**src/hw/rtl/iaid_pkg.sv**
```systemverilog
`timescale 1ns / 1ps
// Package for the indexed array with insert and delete.
// Holds the shared widths, operation and status codes and the cell control type.
// Used by iaid_cell and indexed_array_insert_delete.
package iaid_pkg;

  localparam int DATA_W       = 32;
  localparam int FUNC_W       = 3;
  localparam int STATUS_W     = 2;
  localparam int CAPACITY_DEF = 64;
  localparam int CNT_W_DEF    = $clog2(CAPACITY_DEF + 1);

  typedef enum logic [FUNC_W-1:0] {
    OP_REPLACE = 3'd0,
    OP_INSERT  = 3'd1,
    OP_DELETE  = 3'd2,
    OP_SWAP    = 3'd3,
    OP_FIND    = 3'd4,
    OP_READ    = 3'd5
  } op_e;

  typedef enum logic [STATUS_W-1:0] {
    ST_OK    = 2'd0,
    ST_RANGE = 2'd1,
    ST_FULL  = 2'd2
  } status_e;

  typedef struct packed {
    logic rep;
    logic ins;
    logic del;
    logic swp;
  } cell_ctrl_t;

endpackage

```
**src/hw/rtl/iaid_cell.sv**
```systemverilog
`timescale 1ns / 1ps
// One cell of the array row: holds a single word at a fixed position.
// Takes its neighbours' words for shifts; depends on iaid_pkg.
module iaid_cell #(
  parameter int CNT_W    = iaid_pkg::CNT_W_DEF,
  parameter int CELL_IDX = 0
) (
  input  logic                        clk_i,
  input  iaid_pkg::cell_ctrl_t        ctrl_i,
  input  logic [CNT_W-1:0]            a_i,
  input  logic [CNT_W-1:0]            b_i,
  input  logic [CNT_W-1:0]            count_i,
  input  logic [iaid_pkg::DATA_W-1:0] value_i,
  input  logic [iaid_pkg::DATA_W-1:0] word_a_i,
  input  logic [iaid_pkg::DATA_W-1:0] word_b_i,
  input  logic [iaid_pkg::DATA_W-1:0] prev_i,
  input  logic [iaid_pkg::DATA_W-1:0] next_i,
  output logic [iaid_pkg::DATA_W-1:0] word_o,
  output logic                        match_o
);

  localparam logic [CNT_W-1:0] MyIdx  = CNT_W'(CELL_IDX);
  localparam logic [CNT_W-1:0] MyNext = CNT_W'(CELL_IDX + 1);

  logic [iaid_pkg::DATA_W-1:0] word_q, word_d;
  logic                        wr_en;

  always_comb begin
    wr_en  = 1'b0;
    word_d = word_q;
    if (ctrl_i.rep && (a_i == MyIdx)) begin
      wr_en  = 1'b1;
      word_d = value_i;
    end else if (ctrl_i.ins && (a_i == MyIdx)) begin
      wr_en  = 1'b1;
      word_d = value_i;
    end else if (ctrl_i.ins && (MyIdx > a_i) && (MyIdx <= count_i)) begin
      wr_en  = 1'b1;
      word_d = prev_i;
    end else if (ctrl_i.del && (MyIdx >= a_i) && (MyNext < count_i)) begin
      wr_en  = 1'b1;
      word_d = next_i;
    end else if (ctrl_i.swp && (a_i == MyIdx)) begin
      wr_en  = 1'b1;
      word_d = word_b_i;
    end else if (ctrl_i.swp && (b_i == MyIdx)) begin
      wr_en  = 1'b1;
      word_d = word_a_i;
    end
  end

  always_ff @(posedge clk_i) begin
    if (wr_en) begin
      word_q <= word_d;
    end
  end

  assign word_o  = word_q;
  assign match_o = (word_q == value_i) && (MyIdx < count_i);

endmodule

```
**config.mk**
```make
export PLATFORM = sky130hd
export DESIGN_NAME = iaid_cell
export DESIGN_NICKNAME = d
export VERILOG_FILES = /design/src/hw/rtl/iaid_pkg.sv /design/src/hw/rtl/iaid_cell.sv
export SDC_FILE = /design/constraint.sdc
export NUM_CORES = 1
export LEC_CHECK = 0
export ABC_AREA = 1
export BUFFER_PORTS_ARGS = -buffer_cell sky130_fd_sc_hd__buf_2
export CAP_MARGIN = 10
export CORE_MARGIN = 3
export CORE_UTILIZATION = 44
export CTS_CLUSTER_SIZE = 10
export DETAILED_ROUTE_END_ITERATION = 8
export PLACE_DENSITY = 0.87
export SLEW_MARGIN = 0
export SYNTH_ARGS = -nofsm -noshare
export SYNTH_HDL_FRONTEND = slang
export SYNTH_SLANG_ARGS = --single-unit
export TNS_END_PERCENT = 30
```
**constraint.sdc**
```tcl
create_clock -name clk_i -period 6.45 [get_ports clk_i]
set_input_delay 0 -clock clk_i [delete_from_list [all_inputs] [get_ports clk_i]]
set_output_delay 0 -clock clk_i [all_outputs]
set_load 0.01 [all_outputs]
```
After elaboration in Yosys (flattened, before gate mapping)

Cells that the tools add are included.

Logic and storage cells: 32
Memory bits (writable): 0
Register bits after elaboration: 32
Memories kept: 0
Memory bits (read-only): 0
Bits in latches: 0
Bits of input ports: 186
Output and inout port bits: 33

Equal/unequal tests: 1
Multiplexer cells: 12
Div/mod/pow operators: 0
Reductions and logical operators: 13
Magnitude comparators: 5
Add/subtract/negate cells: 0
Shift operators: 0
Bitwise gates (word level): 0
$mul: 0

Operator list:

| kind               | count |
|---|---|
| $mux 32            | 6 |
| $eq 32x32->1       | 1 |
| $logic_not 7->1    | 2 |
| $lt 1x7->1 const A | 2 |
| $logic_and 1x1->1  | 9 |
| $ge 1x7->1 const A | 1 |
| $gt 1x7->1 const A | 1 |
| $le 1x7->1 const A | 1 |
| $mux 1             | 6 |
| $reduce_bool 6->1  | 1 |
| $reduce_and 2->1   | 1 |

Longest topological paths before layout

Gate-level depths: netlist (run 1).

Word-level depth: 9
Depth in mapped cells: 9
Depth with buffers taken out: 8

Worst setup path after synthesis (run 1)

No wires, ideal clock.

Kind: input port to flip-flop
Start point: input count_i[4]
End point: register word_q, in the netlist word_o[0] (enable)
Path slack: 4.268 ns
Required time: 5.820 ns
Stages on the path: 5
Setup time: 0.630 ns
Path buffers: 1
Arrival time: 1.552 ns
Path through: nor2_1 > nand3_1 > nand3_2 > buf_2 > nand4_1

Cells in the longest elaborated chain, start to end: 7
Elaborated cells on any way between the ends: 10
Those cells by class: 2 x order compare; 4 x mux; 4 x reduce/logical

Ends and longest elaborated chain:

| what                         | line            | text |
|---|---|---|
| start: declaration           | iaid_cell.sv:12 | `input logic [CNT_W-1:0] count_i,` |
| $lt 1x7->1                   | iaid_cell.sv:40 | `end else if (ctrl_i.del && (MyIdx >= a_i) && (MyNext < count_i)) begin` |
| $logic_and 1x1->1            | iaid_cell.sv:40 |  |
| $mux 1                       | iaid_cell.sv:40 |  |
| $mux 1                       | iaid_cell.sv:37 | `end else if (ctrl_i.ins && (MyIdx > a_i) && (MyIdx <= count_i)) begin` |
| $mux 1                       | iaid_cell.sv:34 | `end else if (ctrl_i.ins && (a_i == MyIdx)) begin` |
| $mux 1                       | iaid_cell.sv:31 | `if (ctrl_i.rep && (a_i == MyIdx)) begin` |
| $reduce_and 2->1 (no line) * | n/a             |  |
| end signal: assignment       | iaid_cell.sv:54 | `word_q <= word_d;` |
| end: declaration             | iaid_cell.sv:25 | `logic [iaid_pkg::DATA_W-1:0] word_q, word_d;` |

Mark *: on every way between the ends. The rest lies on a longest branch, timed or not.
A chain may end at the register's enable or synchronous reset.

Worst setup path in the final report (run 1)

Start point: input a_i[2]
End point: register word_q, in the netlist word_o[13] (enable)

Cells in the longest elaborated chain, start to end: 8
Elaborated cells on any way between the ends: 17
Those cells by class: 2 x order compare; 5 x mux; 10 x reduce/logical

Ends and longest elaborated chain:

| what                                          | line                             | text |
|---|---|---|
| start: declaration                            | iaid_cell.sv:10                  | `input logic [CNT_W-1:0] a_i,` |
| $ge 1x7->1 or $logic_not 7->1 (tied branches) | n/a                              |  |
| $logic_and 1x1->1 (on tied branches)          | iaid_cell.sv:40, iaid_cell.sv:43 |  |
| $logic_and 1x1->1 or $mux 1 (tied branches)   | iaid_cell.sv:40, iaid_cell.sv:43 |  |
| $mux 1                                        | iaid_cell.sv:40                  |  |
| $mux 1                                        | iaid_cell.sv:37                  |  |
| $mux 1                                        | iaid_cell.sv:34                  |  |
| $mux 1                                        | iaid_cell.sv:31                  |  |
| $reduce_and 2->1 (no line) *                  | n/a                              |  |

Marks and branches as above.

==> results of run 1 <==
## stage by stage
stage,total power [mW],area [µm²]
2_1_floorplan,0.2876,2922
5_1_grt,0.5166,3867
4_1_cts,0.4955,3867
6_report,0.4909,3867
3_3_place_gp,0.3486,3791
3_5_place_dp,0.3515,3791
## worst max-delay path: stages
cell and delay, ns:
buf_2 0.10, nor2_1 0.14, nand2_2 0.11, nor2_8 0.73
nand3_2 0.82, nand4_1 0.33, buf_4 0.42
## layer usage
layer	vias up	global-route usage (%)	part of all wire [%]
met1	1584	29.68	38
met4	0	9.623	2.7
met3	23	4.257	9.4
li1	1748	-	-
met5	-	0	0
met2	221	42.26	50
## synthesized netlist by cell type (2+ instances only)
cell type / count / area (µm²)
o21ai_0: 3 / 15.01
nand3_1: 90 / 450.4
nor2_1: 33 / 123.9
buf_4: 3 / 22.52
nand4_1: 33 / 206.5
xnor2_1: 8 / 70.07
nand3_2: 9 / 90.09
buf_6: 2 / 22.52
clkbuf_1: 8 / 30.03
xor2_1: 15 / 131.4
nand2_1: 119 / 446.7
buf_2: 15 / 75.07
inv_1: 46 / 172.7
buf_8: 2 / 30.03
edfxtp_1: 32 / 960.9
## path summary, 6_finish.rpt
check / start / end / slack (ns) / cells after the start
min: value_i[13] / word_o[13] / 0.02 / 3
max: a_i[2] / word_o[13] / 3.70 / 7
## power by group
part	leakage, nW	total [mW]	switching [mW]	internal (mW)
Clock	0.0391	0.143	0.0718	0.0712
Sequential	0.288	0.235	0.00208	0.233
Combinational	1.75	0.113	0.0584	0.0543
## area by class of cell
class | count | area (µm²) | area share, %
Multi-Input combinational cell | 318 | 1612 | 41.67
Sequential cell | 32 | 960.9 | 24.85
Timing Repair Buffer | 188 | 945.9 | 24.46
Inverter | 47 | 176.4 | 4.562
Tap cell | 77 | 96.34 | 2.491
Clock buffer | 5 | 68.82 | 1.779
Clock inverter | 2 | 7.507 | 0.1941
## cell families (layout without fill, tap and decap cells)
family,after synthesis,count (layout)
compound gates,6,6
xor+xnor,23,23
buf+inv,77,242
flops,32,32
simple gates,289,289
==> results.tsv, run 1 <==
metric	value	unit
die width	87.49	µm
CP max FO	67	
final-layout fill cell count	594	
Area Growth Syn to Fin	32.38	%
startpoint types	input pin	
Worst-path clk slew	0.07	ns
DRT Wirelength	9680	µm
initial antenna violation count	0	
post-cts hold buffer count	0	
Post-synth EDFFs	32	
First DRT Iteration DRCs	203	
sequential share of the synthesized area	32.89	%
Synth Register Bits	32	
Synth cell types	24	
layout cells sized above 1	34.97	%
max FFs per register	32	
Mapped Nets	613	
final hold violation count	0	
yosys warns	0	
vias	3576	
GRT Total Usage	24.35	%
initial core utilization	45.75	%
port bufs	186	
Layout Cells excl Fill	669	
RePlAce Congestion	0.8691	
run status	finished clean	
gr ovfl total	0	
mux cell area share after synthesis	0	%
vias in the first global route	3237	
final setup margin	3.695	ns
ANT nets after route	0	
RSZ-0062 raised after global routing	false	
power density over cell area	126.9	nW/µm²
CTS Sinks	32	
Post-Synth XOR/XNOR Area	6.895	%
first-pass GRT wire length	14660	µm
CTS tree	yes	
fin crit share	42.71	%
DR pass1 iterations	5	
Post-Synth Simple-Gate Area	46.77	%
CTS Buffer Depth	2	
Routed WL per cell	14.47	µm
Synth Area per Inst	6.842	µm²
Post-Synth Adder-Cell Area	0	%
ANT cells	0	
Slew Limit Fails	0	
setup TNS	0	ns
Mapped Area	2922	µm²
fin util	60.56	%
largest family of logic cells by synthesized area	simple AND/OR/NAND/NOR gates	
Rows	29	
maxcap violations	0	
vias per cell	5.345	
fmax	363.0	MHz
# DRC	0	
Nets	778	
clk root buf	clkbuf_8	
post-DP HPWL	7207	µm
Arr. time, crit path	2.68	ns
Post-synth top flop	edfxtp_1	
full die area	7654	µm²
compound-gate portion of the synthesized area	1.242	%
Lkg Pwr	2.081	nW
crit end category	flop	
Critical Path RT	6.38	ns
post-CTS setup repair buffer count	0	
# IOs	219	
DP Cell Count	662	
most frequent cells in the layout	186 x buf_2, 119 x nand2_1, 90 x nand3_1	
Post-CTS Resized	0	
CTS Buf Count	5	
headroom to the max-slew limit	35.35	%
Post-Place Worst Slack	3.448	ns
Final Setup Violations	0	
FFs w/ async S/R, synth	0	%
commonest non-fill, non-tap cell in the layout	buf_2	
core area	6386	µm²
Die H	87.49	µm
Worst Tran Pin Value	0.9661	ns
pin count of the biggest net entering global routing	68	
hold_ws	0.02089	ns
Crit Path Category	in -> reg	
Worst VDD drop	0.1022	mV
Synth Instances	427	
Hold WC Path Type	in -> reg	
H-Tree Depth	2	
crit path time final	2.755	ns
Note: power is estimated with default switching activity, not from simulation.
==> run 2: changes to the inputs <==
--- a/config.mk
+++ b/config.mk
@@ -9,10 +9,10 @@
 export BUFFER_PORTS_ARGS = -buffer_cell sky130_fd_sc_hd__buf_2
 export CAP_MARGIN = 10
 export CORE_MARGIN = 3
-export CORE_UTILIZATION = 44
+export CORE_UTILIZATION = 41
 export CTS_CLUSTER_SIZE = 10
 export DETAILED_ROUTE_END_ITERATION = 8
-export PLACE_DENSITY = 0.87
+export PLACE_DENSITY = 0.82
 export SLEW_MARGIN = 0
 export SYNTH_ARGS = -nofsm -noshare
 export SYNTH_HDL_FRONTEND = slang
==> constraint.sdc (replaced) <==
create_clock -name clk_i -period 2.7 [get_ports clk_i]
set_input_delay 0 -clock clk_i [delete_from_list [all_inputs] [get_ports clk_i]]
set_output_delay 0 -clock clk_i [all_outputs]
set_load 0.01 [all_outputs]
==> run 2 against run 1 <==
Effect of this change:
- die area rose by 6.8%
- first-iteration DRC count fell by 13%
- sequential power rose by 140%
- global-route usage fell by 0.68 points
- sequential share of layout area fell by 0.39 points
- count of clock-buffer cells in the layout did not move
- non-clock buffer count rose by 5
- via count fell by 0.70%
- critical endpoint is now word_o[2]
- critical path depth fell by 2
- flip-flop and latch count did not move
- wire length rose by 3.3%
- combinational power rose by 140%
==> results.tsv, run 2 (synthesized netlist as in run 1, its figures left out) <==
metric	value	unit	change
Comb power frac	23.1	%	about the same
Reg power frac	47.8	%	about the same
post-cts hold buffer count	0		unchanged
fmax	632.7	MHz	
most used cell, CP	nand2_1		
most frequent cells in the layout	186 x buf_2, 119 x nand2_1, 90 x nand3_1		
layout cells sized above 1	35.51	%	+0.54 points
power density over cell area	299.5	nW/µm²	+140%
Area Growth Syn to Fin	34.48	%	
GRT Total Usage	23.67	%	-0.68 points
port bufs	186		unchanged
slowest CP cell	o21ai_4		
Critical Path RT	2.73	ns	-3.65 ns
CTS tree	yes		
Routed WL per cell	14.44	µm	-0.23%
Cell Int Power	858.0	µW	+140%
Worst Tran Pin Value	0.9234	ns	-0.04265 ns
Rows	30		+3.4%
headroom to the max-slew limit	38.20	%	+2.9 points
core area	6869	µm²	+7.6%
fin crit share	58.54	%	
maxcap violations	0		unchanged
DR pass1 iterations	6		+1
DRT Wirelength	10000	µm	+3.3%
Final Setup Violations	0		unchanged
final hold violation count	0		unchanged
critical path, cell by cell	buf_2 > o21ai_4 > inv_2 > nand2_1 > nand2_1		
initial core utilization	42.53	%	-3.2 points
post-CTS setup repair buffer count	0		unchanged
Die H	90.42	µm	+3.3%
final-layout fill cell count	673		+13%
RePlAce Congestion	0.7975		-8.2%
setup TNS	0	ns	unchanged
# IOs	219		unchanged
clk root buf	clkbuf_8		
net switching power	318.6	µW	+140%
Arr. time, crit path	1.61	ns	-1.07 ns
vias in the first global route	3388		+4.7%
Lkg Pwr	2.107	nW	+1.2%
ANT nets after route	0		unchanged
commonest non-fill, non-tap cell in the layout	buf_2		
CTS Buf Count	5		unchanged
vias per cell	5.124		-4.1%
crit path time final	1.580	ns	
Crit Path Category	in -> reg		
crit end category	flop		
startpoint types	input pin		
CP peak stage delay	0.73	ns	-0.09 ns
Top delay family on crit path	compound AO/OA/AOI/OAI gates		
run status	finished clean		
H-Tree Depth	2		unchanged
Worst-path clk slew	0.07	ns	about the same
Slew Limit Fails	0		unchanged
post-DP HPWL	7407	µm	+2.8%
First DRT Iteration DRCs	176		-13%
total power	1.177	mW	+140%
footprint of the multi-input gates	1612	µm²	unchanged
WP buf/inv	2		unchanged
die width	90.42	µm	+3.3%
first-pass GRT wire length	15770	µm	+7.6%
vias	3551		-0.70%
CTS Sinks	32		unchanged
full die area	8175	µm²	+6.8%
Sw Share	27.08	%	+0.12 points
initial antenna violation count	0		unchanged
Nets	783		+0.64%
max FFs per register	32		unchanged
ANT cells	0		unchanged
Hold WC Path Type	in -> reg		
sequential cell area	960.9	µm²	unchanged
CP max FO	35		-48%
Post-CTS Resized	0		unchanged
CTS Buffer Depth	2		unchanged
pin count of the biggest net entering global routing	36		-47%
gr ovfl total	0		unchanged
# DRC	0		unchanged
Worst VDD drop	0.1800	mV	+76%
Clock Power Share	29.1	%	about the same
RSZ-0062 raised after global routing	false		
[run 2: power groups by stage]
stage | clock (mW) | sequential (mW) | combinational, mW
2_1_floorplan | 0 | 0.576 | 0.111
3_3_place_gp | 0 | 0.572 | 0.264
6_report | 0.343 | 0.562 | 0.272
3_5_place_dp | 0 | 0.573 | 0.270
5_1_grt | 0.378 | 0.563 | 0.304
4_1_cts | 0.354 | 0.562 | 0.271
[run 2: area by class of cell]
cell class | instances | area share, %
Clock buffer | 5 | 1.752
Multi-Input combinational cell | 318 | 41.02
Timing Repair Buffer | 193 | 25.03
Inverter | 47 | 4.490
Tap cell | 96 | 3.057
Sequential cell | 32 | 24.46
Clock inverter | 2 | 0.1911
[run 2: path summary, 6_finish.rpt]
kind / slack (ns) / to / cells past startpoint / from
worst max-delay path: 1.12 / word_o[2] / 5 / ctrl_i[2]
worst min-delay path: 0.02 / word_o[14] / 3 / value_i[14]
[run 2: layer usage]
| metal | vias up | GRT usage (%) | routed length [µm] |
|---|---|---|---|
| met5 | - | 0 | 0 |
| met4 | 0 | 7.526 | 223 |
| met3 | 22 | 5.333 | 844 |
| met2 | 184 | 43.06 | 4856 |
| met1 | 1593 | 27.41 | 4079 |
| li1 | 1752 | - | - |
[run 2: per-stage QoR]
step	instance area [µm²]	instances	setup WS (ns)	hold slack [ns]	utilization, %
after floorplan	2922	427	0.5182	0.1859	-
after global placement	3852	686	0.8185	0.2966	56.08
after detailed placement	3852	686	0.7980	0.2949	56.08
after CTS	3929	693	1.090	0.007426	57.19
after global routing	3929	693	0.9121	0.02124	57.19
final	3929	693	1.120	0.01840	57.19
==> run 3: changes to the inputs <==
--- a/config.mk
+++ b/config.mk
@@ -5,14 +5,14 @@
 export SDC_FILE = /design/constraint.sdc
 export NUM_CORES = 1
 export LEC_CHECK = 0
-export ABC_AREA = 1
+export ABC_AREA = 0
 export BUFFER_PORTS_ARGS = -buffer_cell sky130_fd_sc_hd__buf_2
 export CAP_MARGIN = 10
 export CORE_MARGIN = 3
-export CORE_UTILIZATION = 41
+export CORE_UTILIZATION = 35
 export CTS_CLUSTER_SIZE = 10
 export DETAILED_ROUTE_END_ITERATION = 8
-export PLACE_DENSITY = 0.82
+export PLACE_DENSITY = 0.79
 export SLEW_MARGIN = 0
 export SYNTH_ARGS = -nofsm -noshare
 export SYNTH_HDL_FRONTEND = slang
==> constraint.sdc (replaced) <==
create_clock -name clk_i -period 1.3 [get_ports clk_i]
set_input_delay 0 -clock clk_i [delete_from_list [all_inputs] [get_ports clk_i]]
set_output_delay 0 -clock clk_i [all_outputs]
set_load 0.01 [all_outputs]
==> run 3 against run 2 <==
Effect of this change:
- critical path type is now reg -> out
- setup slack got worse by 1.5 ns
- clock power increased by 110%
- via count decreased by 17%
- wire length decreased by 11%
- largest cell class unchanged
- global-route usage decreased by 2.4 points
- flip-flop and latch count unchanged
- the flow now finishes with violations (setup timing)
==> results.tsv, run 3 <==
metric	value	unit	change
post-DP HPWL	7304	µm	-1.4%
Mapped Nets	490		-20%
crit end category	output pin		
run status	finished, violations left		
Mapped Area	2465	µm²	-16%
Critical Path RT	1.30	ns	-1.43 ns
core area	6568	µm²	-4.4%
startpoint types	flop		
full die area	8086	µm²	-1.1%
first-pass GRT wire length	14070	µm	-11%
initial antenna violation count	0		unchanged
Arr. time, crit path	1.68	ns	+0.07 ns
maxcap violations	0		unchanged
Nets	698		-11%
crit path time final	1.681	ns	
Crit Path Category	reg -> out		
CTS Buffer Depth	2		unchanged
CTS Sinks	32		unchanged
Synth top area share	38.98	%	+6.1 points
Slew Limit Fails	0		unchanged
Rows	29		-3.3%
Commonest cells post-synth	98 x nand2_1, 35 x o21ai_0, 32 x edfxtp_1, 32 x xor2_1, 29 x and3_1		
power density over cell area	620.1	nW/µm²	+110%
port bufs	186		unchanged
ANT nets after route	0		unchanged
sequential share of the synthesized area	38.98	%	+6.1 points
Synth Area per Inst	8.108	µm²	+19%
CP peak stage delay	0.41	ns	-0.32 ns
WP buf/inv	1		-1
Post-synth EDFFs	32		unchanged
initial core utilization	37.53	%	-5.0 points
FFs w/ async S/R, synth	0	%	unchanged
final setup margin	-0.3812	ns	-1.501 ns
vias	2939		-17%
Synth cell types	26		+8.3%
failing checks	setup timing		
clk root buf	clkbuf_8		
Die H	89.92	µm	-0.55%
slowest CP cell	edfxtp_1		
Synth Register Bits	32		unchanged
total power	2.380	mW	+100%
# DRC	0		unchanged
ANT cells	0		unchanged
most frequent cells in the layout	186 x buf_2, 98 x nand2_1, 32 x xor2_1, 32 x edfxtp_1, 31 x o21ai_1		
commonest non-fill, non-tap cell in the layout	buf_2		
Routed WL per cell	14.71	µm	+1.9%
Worst Tran Pin Value	0.4245	ns	-0.4990 ns
Worst VDD drop	0.2965	mV	+65%
layout cells sized above 1	47.66	%	+12 points
Synth area leaders	edfxtp_1 39%, nand2_1 15%, xor2_1 11%, and3_1 7.4%, o21ai_0 7.1%		
Lkg Pwr	1.828	nW	-13%
RSZ-0062 raised after global routing	true		
Synth Instances	304		-29%
post-route cell area	3839	µm²	-2.3%
DR pass1 iterations	4		-2
CP max FO	2		-94%
CTS Buf Count	5		unchanged
Top delay family on crit path	simple AND/OR/NAND/NOR gates		
Worst-path clk slew	0.07	ns	about the same
CTS tree	yes		
vias per cell	4.858		-5.2%
Hold WC Path Type	in -> reg		
DRT Wirelength	8902	µm	-11%
First DRT Iteration DRCs	96		-45%
largest area contributor in the netlist	edfxtp_1		
# IOs	219		unchanged
fmax	594.8	MHz	
die width	89.92	µm	-0.55%
Area Growth Syn to Fin	55.74	%	
final hold violation count	0		unchanged
gr ovfl total	0		unchanged
final-layout fill cell count	630		-6.4%
hold_ws	0.02105	ns	+0.002652 ns
critical path, cell by cell	xor2_1 > nor4_1 > nand4_1 > nor3_2 > buf_2		
fin crit share	129.3	%	
pin count of the biggest net entering global routing	37		+2.8%
setup TNS	-0.3812	ns	-0.3812 ns
vias in the first global route	2940		-13%
Post-synth top flop	edfxtp_1		
max FFs per register	32		unchanged
GRT Total Usage	21.22	%	-2.4 points
yosys warns	0		unchanged
RePlAce Congestion	0.7701		-3.4%
H-Tree Depth	2		unchanged
Final Setup Violations	1		+1
top-count cell post-synth	nand2_1		
headroom to the max-slew limit	71.46	%	+33 points
placed inst area	3652	µm²	-5.2%
## run 3: cell types whose count changed after synthesis, sizes merged, moves of 8 or more
cell,change
buf,-11
nand4,-31
xnor2,-8
and3,+32
nand3,-97
nand2,-23
inv,-47
o21ai,+61
nor4,+10
nor2,-31
xor2,+17
## run 3: worst min-delay path, stage by stage
cell     delay, ns
buf_2         0.09
nand2_1       0.06
o21ai_2       0.05
## run 3: cells by family (layout without fill, tap and decap cells)
group	Yosys count	in the layout	share of synthesized area, %
AO/OA/AOI/OAI	67	67	14.26
XOR/XNOR	32	32	11.37
buffers and inverters	20	228	5.025
flip-flops	32	32	38.98
AND/OR/NAND/NOR	153	153	30.35
## run 3: layer usage
layer | up-vias | wire [µm] | track usage (%)
met5 | - | 0 | 0
met3 | 9 | 598 | 5.008
met1 | 1334 | 3642 | 25.37
li1 | 1477 | - | -
met4 | 0 | 80 | 4.847
met2 | 119 | 4581 | 38.53
## run 3: area by class of cell
cell class	instances	area [µm²]	area share (%)
clock inverters	2	7.507	0.1956
repair buffers	221	1246	32.46
well taps	93	116.4	3.031
multi-input cells	252	1439	37.48
flip-flops and latches	32	960.9	25.03
clock buffers	5	68.82	1.793
## run 3: final timing paths
check / startpoint / endpoint / slack, ns / cells past startpoint
worst min-delay path: value_i[22] / word_o[22] / 0.02 / 3
worst max-delay path: word_o[14] / match_o / -0.38 / 5
## run 3: through the flow
step	setup WS, ns	std cells	utilization, %
finish	-0.3812	605	58.45
detailed placement	-0.2538	591	55.61
CTS	-0.4167	600	57.19
global route	-0.5065	605	58.45
global placement	-0.2545	591	55.61
floorplan	-0.07238	304	-
## run 3: power by group
| group | total, mW | internal (mW) | switching [mW] |
|---|---|---|---|
| Clock | 0.721 | 0.353 | 0.367 |
| Combinational | 0.499 | 0.286 | 0.213 |
| Sequential | 1.16 | 1.15 | 0.00836 |
| Total | 2.38 | 1.79 | 0.589 |
## run 3: what timing repair did
action | in CTS | in global routing
endpoints found under the hold margin | 0 | 0
pin swaps | 6 | 6
resized for setup | 2 | 13
hold buffers | 0 | 0
buffers inserted | 2 | 5
setup endpoints to repair | 1 | 33
